===== src/rtl/core/b64u_pkg.sv =====
// Shared types, constants and the character lookup for the base64url encoder.
package b64u_pkg;

    // Position within the current three-byte group.
    typedef enum logic [1:0] {
        PH_0 = 2'd0,
        PH_1 = 2'd1,
        PH_2 = 2'd2
    } phase_t;

    localparam int SEXTET_W = 6;
    localparam int CHAR_W   = 8;
    localparam int CARRY_W  = 4;

    // One classified item: the one or two sextets that a byte produces.
    typedef struct packed {
        logic [SEXTET_W-1:0] sextet0;
        logic [SEXTET_W-1:0] sextet1;
        logic                two_chars;
        logic                last;
    } job_t;

    // URL-safe alphabet: A-Z, a-z, 0-9, '-', '_'.
    function automatic logic [CHAR_W-1:0] sextet_to_ascii(input logic [SEXTET_W-1:0] s);
        logic [CHAR_W-1:0] wide;
        wide = {2'b00, s};
        if (s < 6'd26) begin
            sextet_to_ascii = 8'd65 + wide;
        end else if (s < 6'd52) begin
            sextet_to_ascii = 8'd71 + wide;
        end else if (s < 6'd62) begin
            sextet_to_ascii = wide - 8'd4;
        end else if (s == 6'd62) begin
            sextet_to_ascii = 8'd45;
        end else begin
            sextet_to_ascii = 8'd95;
        end
    endfunction

endpackage


===== src/rtl/core/b64u_front.sv =====
// Front end: accepts bytes, tracks the group phase and builds character jobs.
module b64u_front (
    input  logic              aclk,
    input  logic              aresetn,
    input  logic              s_valid,
    output logic              s_ready,
    input  logic [7:0]        s_data_byte,
    input  logic              s_last_byte,
    input  logic              q_full,
    output logic              push,
    output b64u_pkg::job_t    push_job
);

    b64u_pkg::phase_t                  phase_reg, phase_next;
    logic [b64u_pkg::CARRY_W-1:0]      carry_reg, carry_next;

    // An item is taken whenever the queue has room.
    assign s_ready = !q_full;
    assign push    = s_valid && !q_full;

    // Next phase and carried bits.
    always_comb begin
        phase_next = phase_reg;
        carry_next = carry_reg;
        if (push) begin
            unique case (phase_reg)
                b64u_pkg::PH_1: begin
                    phase_next = b64u_pkg::PH_2;
                    carry_next = s_data_byte[3:0];
                end
                b64u_pkg::PH_2: begin
                    phase_next = b64u_pkg::PH_0;
                    carry_next = '0;
                end
                default: begin
                    phase_next = b64u_pkg::PH_1;
                    carry_next = {2'b00, s_data_byte[1:0]};
                end
            endcase
            // The last byte of a message starts the next one from scratch.
            if (s_last_byte) begin
                phase_next = b64u_pkg::PH_0;
                carry_next = '0;
            end
        end
    end

    // Job contents for the byte on the input.
    always_comb begin
        push_job.last = s_last_byte;
        unique case (phase_reg)
            b64u_pkg::PH_1: begin
                push_job.sextet0   = {carry_reg[1:0], s_data_byte[7:4]};
                push_job.sextet1   = {s_data_byte[3:0], 2'b00};
                push_job.two_chars = s_last_byte;
            end
            b64u_pkg::PH_2: begin
                push_job.sextet0   = {carry_reg[3:0], s_data_byte[7:6]};
                push_job.sextet1   = s_data_byte[5:0];
                push_job.two_chars = 1'b1;
            end
            default: begin
                push_job.sextet0   = s_data_byte[7:2];
                push_job.sextet1   = {s_data_byte[1:0], 4'b0000};
                push_job.two_chars = s_last_byte;
            end
        endcase
    end

    // State registers.
    always_ff @(posedge aclk) begin
        if (!aresetn) begin
            phase_reg <= b64u_pkg::PH_0;
            carry_reg <= '0;
        end else begin
            phase_reg <= phase_next;
            carry_reg <= carry_next;
        end
    end

endmodule


===== src/rtl/core/b64u_queue.sv =====
// Short job queue between the front end and the character emitter.
module b64u_queue #(
    parameter int DEPTH = 4
) (
    input  logic              aclk,
    input  logic              aresetn,
    input  logic              push,
    input  b64u_pkg::job_t    push_job,
    input  logic              pop,
    output b64u_pkg::job_t    pop_job,
    output logic              full,
    output logic              empty
);

    localparam int PTR_W = (DEPTH > 1) ? $clog2(DEPTH) : 1;
    localparam int CNT_W = $clog2(DEPTH + 1);

    b64u_pkg::job_t     slot_reg [DEPTH];
    logic [PTR_W-1:0]   wr_ptr_reg, wr_ptr_next;
    logic [PTR_W-1:0]   rd_ptr_reg, rd_ptr_next;
    logic [CNT_W-1:0]   count_reg, count_next;
    logic               do_push, do_pop;

    assign full    = (count_reg == CNT_W'(DEPTH));
    assign empty   = (count_reg == '0);
    assign do_push = push && !full;
    assign do_pop  = pop && !empty;
    assign pop_job = slot_reg[rd_ptr_reg];

    // Pointer and occupancy update.
    always_comb begin
        wr_ptr_next = wr_ptr_reg;
        rd_ptr_next = rd_ptr_reg;
        count_next  = count_reg;
        if (do_push) begin
            wr_ptr_next = (wr_ptr_reg == PTR_W'(DEPTH - 1)) ? '0 : wr_ptr_reg + 1'b1;
        end
        if (do_pop) begin
            rd_ptr_next = (rd_ptr_reg == PTR_W'(DEPTH - 1)) ? '0 : rd_ptr_reg + 1'b1;
        end
        if (do_push && !do_pop) begin
            count_next = count_reg + 1'b1;
        end else if (do_pop && !do_push) begin
            count_next = count_reg - 1'b1;
        end
    end

    always_ff @(posedge aclk) begin
        if (!aresetn) begin
            wr_ptr_reg <= '0;
            rd_ptr_reg <= '0;
            count_reg  <= '0;
        end else begin
            wr_ptr_reg <= wr_ptr_next;
            rd_ptr_reg <= rd_ptr_next;
            count_reg  <= count_next;
        end
    end

    // Job storage; needs no reset.
    always_ff @(posedge aclk) begin
        if (do_push) begin
            slot_reg[wr_ptr_reg] <= push_job;
        end
    end

endmodule


===== src/rtl/core/b64u_back.sv =====
// Back end: turns queued jobs into one output character per cycle while the receiver is ready.
module b64u_back (
    input  logic              aclk,
    input  logic              aresetn,
    input  logic              q_empty,
    input  b64u_pkg::job_t    pop_job,
    output logic              pop,
    output logic              m_valid,
    input  logic              m_ready,
    output logic [7:0]        m_code_char,
    output logic              m_last_char
);

    logic                              out_valid_reg, out_valid_next;
    logic [b64u_pkg::CHAR_W-1:0]       out_char_reg, out_char_next;
    logic                              out_last_reg, out_last_next;
    logic                              pend_valid_reg, pend_valid_next;
    logic [b64u_pkg::SEXTET_W-1:0]     pend_sextet_reg, pend_sextet_next;
    logic                              pend_last_reg, pend_last_next;
    logic                              out_free;

    // The output register can take a new character when empty or being drained.
    assign out_free = !out_valid_reg || m_ready;
    assign pop      = out_free && !pend_valid_reg && !q_empty;

    // Load the held second character first, otherwise the next job's first one.
    always_comb begin
        out_valid_next   = out_valid_reg;
        out_char_next    = out_char_reg;
        out_last_next    = out_last_reg;
        pend_valid_next  = pend_valid_reg;
        pend_sextet_next = pend_sextet_reg;
        pend_last_next   = pend_last_reg;
        if (out_free) begin
            if (pend_valid_reg) begin
                out_valid_next  = 1'b1;
                out_char_next   = b64u_pkg::sextet_to_ascii(pend_sextet_reg);
                out_last_next   = pend_last_reg;
                pend_valid_next = 1'b0;
            end else if (!q_empty) begin
                out_valid_next   = 1'b1;
                out_char_next    = b64u_pkg::sextet_to_ascii(pop_job.sextet0);
                out_last_next    = pop_job.last && !pop_job.two_chars;
                pend_valid_next  = pop_job.two_chars;
                pend_sextet_next = pop_job.sextet1;
                pend_last_next   = pop_job.last;
            end else begin
                out_valid_next = 1'b0;
            end
        end
    end

    always_ff @(posedge aclk) begin
        if (!aresetn) begin
            out_valid_reg  <= 1'b0;
            pend_valid_reg <= 1'b0;
        end else begin
            out_valid_reg  <= out_valid_next;
            pend_valid_reg <= pend_valid_next;
        end
    end

    // Payload registers.
    always_ff @(posedge aclk) begin
        out_char_reg    <= out_char_next;
        out_last_reg    <= out_last_next;
        pend_sextet_reg <= pend_sextet_next;
        pend_last_reg   <= pend_last_next;
    end

    assign m_valid     = out_valid_reg;
    assign m_code_char = out_char_reg;
    assign m_last_char = out_last_reg;

endmodule


===== src/rtl/core/base64url_stream_encoder_core.sv =====
// Top level of the streaming URL-safe base64 encoder (unpadded).
//
// Input channel (s_): one raw byte per item, s_last_byte marks the final
// byte of a message. Output channel (m_): one ASCII character per item from
// the alphabet A-Z a-z 0-9 - _, with m_last_char on the final character.
// Each byte yields one or two characters; the last byte of a message also
// flushes its left-over bits as one character, zero-filled on the right.
// No padding is produced.
//
// Data path: a byte accepted on the input is written into the job queue,
// and its first character is then loaded into the output register that
// drives m_code_char. The output register sends one character per cycle
// while the receiver is ready, so a steady stream yields four characters
// for every three bytes. The job queue (QUEUE_DEPTH entries) lets the input
// side run ahead of the character emitter: s_ready falls only when it fills.
//
// Reset (aresetn low, synchronous) empties the queue and output register
// and returns to the start of a group. When the receiver stalls, the held
// character stays on m_ports and bytes keep being taken until the queue fills.
module base64url_stream_encoder_core #(
    parameter int QUEUE_DEPTH = 4
) (
    input  logic       aclk,
    input  logic       aresetn,
    input  logic       s_valid,
    output logic       s_ready,
    input  logic [7:0] s_data_byte,
    input  logic       s_last_byte,
    output logic       m_valid,
    input  logic       m_ready,
    output logic [7:0] m_code_char,
    output logic       m_last_char
);

    logic              push, pop, q_full, q_empty;
    b64u_pkg::job_t    push_job, pop_job;

    b64u_front u_front (
        .aclk        (aclk),
        .aresetn     (aresetn),
        .s_valid     (s_valid),
        .s_ready     (s_ready),
        .s_data_byte (s_data_byte),
        .s_last_byte (s_last_byte),
        .q_full      (q_full),
        .push        (push),
        .push_job    (push_job)
    );

    b64u_queue #(
        .DEPTH (QUEUE_DEPTH)
    ) u_queue (
        .aclk     (aclk),
        .aresetn  (aresetn),
        .push     (push),
        .push_job (push_job),
        .pop      (pop),
        .pop_job  (pop_job),
        .full     (q_full),
        .empty    (q_empty)
    );

    b64u_back u_back (
        .aclk        (aclk),
        .aresetn     (aresetn),
        .q_empty     (q_empty),
        .pop_job     (pop_job),
        .pop         (pop),
        .m_valid     (m_valid),
        .m_ready     (m_ready),
        .m_code_char (m_code_char),
        .m_last_char (m_last_char)
    );

endmodule


===== config.mk =====
export PLATFORM = sky130hd
export DESIGN_NAME = base64url_stream_encoder_core
export DESIGN_NICKNAME = d
export VERILOG_FILES = /design/src/rtl/core/b64u_pkg.sv /design/src/rtl/core/b64u_front.sv /design/src/rtl/core/b64u_queue.sv /design/src/rtl/core/b64u_back.sv /design/src/rtl/core/base64url_stream_encoder_core.sv
export SDC_FILE = /design/constraint.sdc
export NUM_CORES = 1
export LEC_CHECK = 0
export BUFFER_PORTS_ARGS = -buffer_cell sky130_fd_sc_hd__buf_4
export CORE_ASPECT_RATIO = 0.9
export CORE_MARGIN = 3
export CORE_UTILIZATION = 36
export DETAILED_ROUTE_END_ITERATION = 8
export SETUP_SLACK_MARGIN = 0.15
export SLEW_MARGIN = 20
export SYNTH_ARGS = -nofsm -noshare
export SYNTH_HDL_FRONTEND = slang
export SYNTH_SLANG_ARGS = --single-unit

===== constraint.sdc =====
create_clock -name aclk -period 3.5 [get_ports aclk]
set_clock_uncertainty 0.15 [all_clocks]
set_input_delay 0.175 -clock aclk [delete_from_list [all_inputs] [get_ports aclk]]
set_output_delay 0.175 -clock aclk [all_outputs]
set_load 0.01 [all_outputs]

==> key figures <==
Status
  – Outcome: finished, final reports clean

Setup path
  – CP Data Arrival Time: just under 3000 ps
  – Setup CP Type: register to register
  – Worst Path Required: 3430 ps
  – Reg2reg path depth: 6
  – Reg2Reg Setup Slack: between 500 and 600 ps
  – CP Max Fanout: 8
  – Crit path capture type: register
  – FF-to-FF End: u_back.m_code_char[5]$_DFFE_PP_
  – CP startpoint kind: register

CTS
  – CTS root buffer: clkbuf_16
  – CTS resizes: 0
  – Worst skew pair latency: 330 ps
  – Worst-path clk slew: roughly 70 ps
  – H-tree depth: 3
  – CTS tree: yes
  – Clock Sinks: approximately 90
  – Clock buffer depth: 2
  – Cts bufs inserted: 9

Final layout
  – Max reg flops: 56
  – Fillers: 1106
  – Net count, final: a little over 400
  – Layout Cells excl Fill: approximately 530
  – Antenna Cells: 0
  – Final Util: 0.435
  – Area grow syn2layout: 15.6%
  – Share of layout cells above drive strength 1: 0.157

Logic synthesis
  – Unique masters post-synth: 56
  – Post-synthesis compound-gate area fraction: 0.117
  – Largest family of logic cells by synthesized area: simple AND/OR/NAND/NOR gates
  – Post-synth EDFFs: just over 70
  – Syn Area/Cell: 12.7 µm²
  – Asr flop ratio synth: 0
  – Simple-gate share of the synthesized area: 0.124
  – Synth Area in Adders: 0.0616
  – Post-Synth XOR/XNOR Area: 0.0120
  – Yosys reg bits: slightly below 90
  – Synth Warn #: 0
  – Prevailing post-synth register cell: edfxtp_1
  – Mux cell area share after synthesis: 0.0804
  – Synthesized area: 4390 µm²
  – Syn Inst Count: 345
  – Mapped Nets: between 300 and 400
  – Seq/Total Area, Yosys: 0.570

Detailed routing
  – WL final: 8720 µm
  – Mean number of vias per cell: about 5.3
  – 1st-iter DRT viols: roughly 210
  – Vias: around 2800
  – TritonRoute pass-1 iters: 4
  – DR WL/cell: approximately 16 µm
  – Post-route ant nets: 0
  – Drt drc: 0

Timing
  – Fmax: ~0.33 GHz
  – RSZ-0062 raised after global routing: no
  – Min cycle time layout: roughly 3000 ps
  – Final Cycle Share: 0.854
  – Worst-margin pin slew: slightly below 800 ps
  – Hold Fails Final Rpt: 0
  – Final Max Tran Viols: 0
  – Max-slew headroom: 0.467
  – Final count of negative-setup-slack endpoints: 0
  – WHS: 42.5 ps
  – Fin Setup TNS: 0 ps

Global routing
  – Number of global-route vias before repair: approximately 2700
  – Grt total ovfl: 0
  – Initial antenna violation count: 0
  – All-layer global routing usage: 0.133
  – Global-route wire length before repair: roughly 14000 µm
  – Pin count of the biggest net entering global routing: 22

Hold path
  – Hold depth: 2
  – Hold wc startpoint: aresetn
  – Worst min-delay path endpoint: u_front.carry_reg[1]$_SDFFE_PN0P_
  – Hold crit path type: input port to register

Die
  – Core area: about 12000 µm²
  – Num rows: 37
  – Die Ht: ~110 µm
  – Chip Width: 122 µm
  – Die area: 13600 µm²
  – Starting Density: 0.376
  – I/O pin count: 24

Pwr
  – VDD IR max: between 0.2 and 0.3 mV
  – Leakage: 1.81 nW
  – Logic gate share of total power: 0.378
  – Cell Pwr Density: between 800 and 900 nW/µm²
  – Sw power: between 1 and 1.5 mW
  – Int Pwr: 2.79 mW
  – Switching share of power: 0.348
  – Part of the power in registers: 0.378
  – Clock Power Share: 0.245

Place
  – Port Buf Inserts: 23
  – HPWL Detailed: ~6200 µm
  – Placed Cells: around 500
  – Gpl congestion: ~0.9

Run
  – Max-capacitance violation count: 0
Yosys cell counts, types with 4 or more instances:
master	instances	share of area
and2_1	4	0.0057
inv_1	17	0.015
nor2b_1	8	0.011
edfxtp_1	72	0.49
mux4_2	12	0.062
nand3_1	12	0.014
and3_1	4	0.0057
a21oi_1	9	0.010
nand3b_1	5	0.0086
nor2_1	12	0.010
dfxtp_1	17	0.078
a22oi_1	12	0.021
nand2_1	31	0.027
xnor2_1	4	0.0080
a21o_1	4	0.0068
clkbuf_1	11	0.0094
ha_1	20	0.057
o21ai_0	16	0.018
a21boi_0	9	0.015
nor3_1	8	0.0091
power by group through the flow:
stage                     combinational, mW  clock (mW)  sequential, mW
after floorplan                        1.23           0            1.58
after global placement                 1.60           0            1.63
after detailed placement               1.62           0            1.65
after CTS                              1.63        1.08            1.62
after global routing                   1.81        1.11            1.65
final                                  1.62        1.05            1.62
area by class of cell:
class / instances / area, µm² / area share
clock buffers: 10 / 229 / 0.0452
clock inverters: 6 / 98.8 / 0.0195
inverters: 18 / 67.6 / 0.0133
multi-input cells: 222 / 1730 / 0.342
flip-flops and latches: 89 / 2500 / 0.493
well taps: 156 / 195 / 0.0385
repair buffers: 31 / 245 / 0.0484
layout by cell type, fill, tap and decap left out, types with 9 or more instances in the layout:
cell type and count:
buf_4 26, nand3_1 12, mux4_2 12, edfxtp_1 72
a22oi_1 12, clkbuf_16 9, inv_1 17, nand2_1 31
a21boi_0 9, a21oi_1 9, dfxtp_1 17, nor2_1 12
ha_1 20, o21ai_0 16
stage by stage:
step                      worst slack (ps)  area [µm²]  power (mW)
after CTS                              501        5070        4.33
after global routing                   384        5070        4.57
final                                  510        5070        4.28
after floorplan                        707        4390        2.81
after global placement                 586        4690        3.23
after detailed placement               512        4690        3.26
kinds of logic after synthesis:
logic type               count (synthesis)
AO/OA/AOI/OAI                           74
XOR/XNOR                                 6
adder cells (fa/ha/maj)                 21
buffers and inverters                   34
flip-flops                              89
multiplexers                            17
AND/OR/NAND/NOR                        104
routing by layer:
metal / up-vias / part of all wire / wire length [µm] / global-route usage
li1: 1367 / - / - / -
met1: 1402 / 0.47 / 4110 / 0.181
met2: 54 / 0.49 / 4230 / 0.211
met3: 7 / 0.033 / 288 / 0.0301
met4: 0 / 0.010 / 89 / 0.0396
met5: - / 0 / 0 / 0
how the worst max path moves through the flow:
stage | start | to | slack, ps | cells after the start
2_1_floorplan | register | u_back.m_code_char[5]$_DFFE_PP_ | 710 | 9
3_3_place_gp | register | u_back.m_code_char[5]$_DFFE_PP_ | 590 | 6
3_5_place_dp | register | u_back.m_code_char[5]$_DFFE_PP_ | 510 | 6
4_1_cts | register | u_back.m_code_char[5]$_DFFE_PP_ | 500 | 6
5_1_grt | register | u_back.m_code_char[5]$_DFFE_PP_ | 380 | 6
6_report | register | u_back.m_code_char[5]$_DFFE_PP_ | 510 | 6
worst max-delay path: stages (launching register included):
cell and delay (ps):
dfxtp_1 520, mux4_1 770, ha_1 350, a21o_1 180, a21o_1 250, and4b_1 200
o32a_1 320
repair_timing:
item,CTS,global route
endpoints found under the hold margin,8,0
hold buffers,5,0
setup buffers,0,0
No activity file was read; power rests on OpenSTA's default activity.
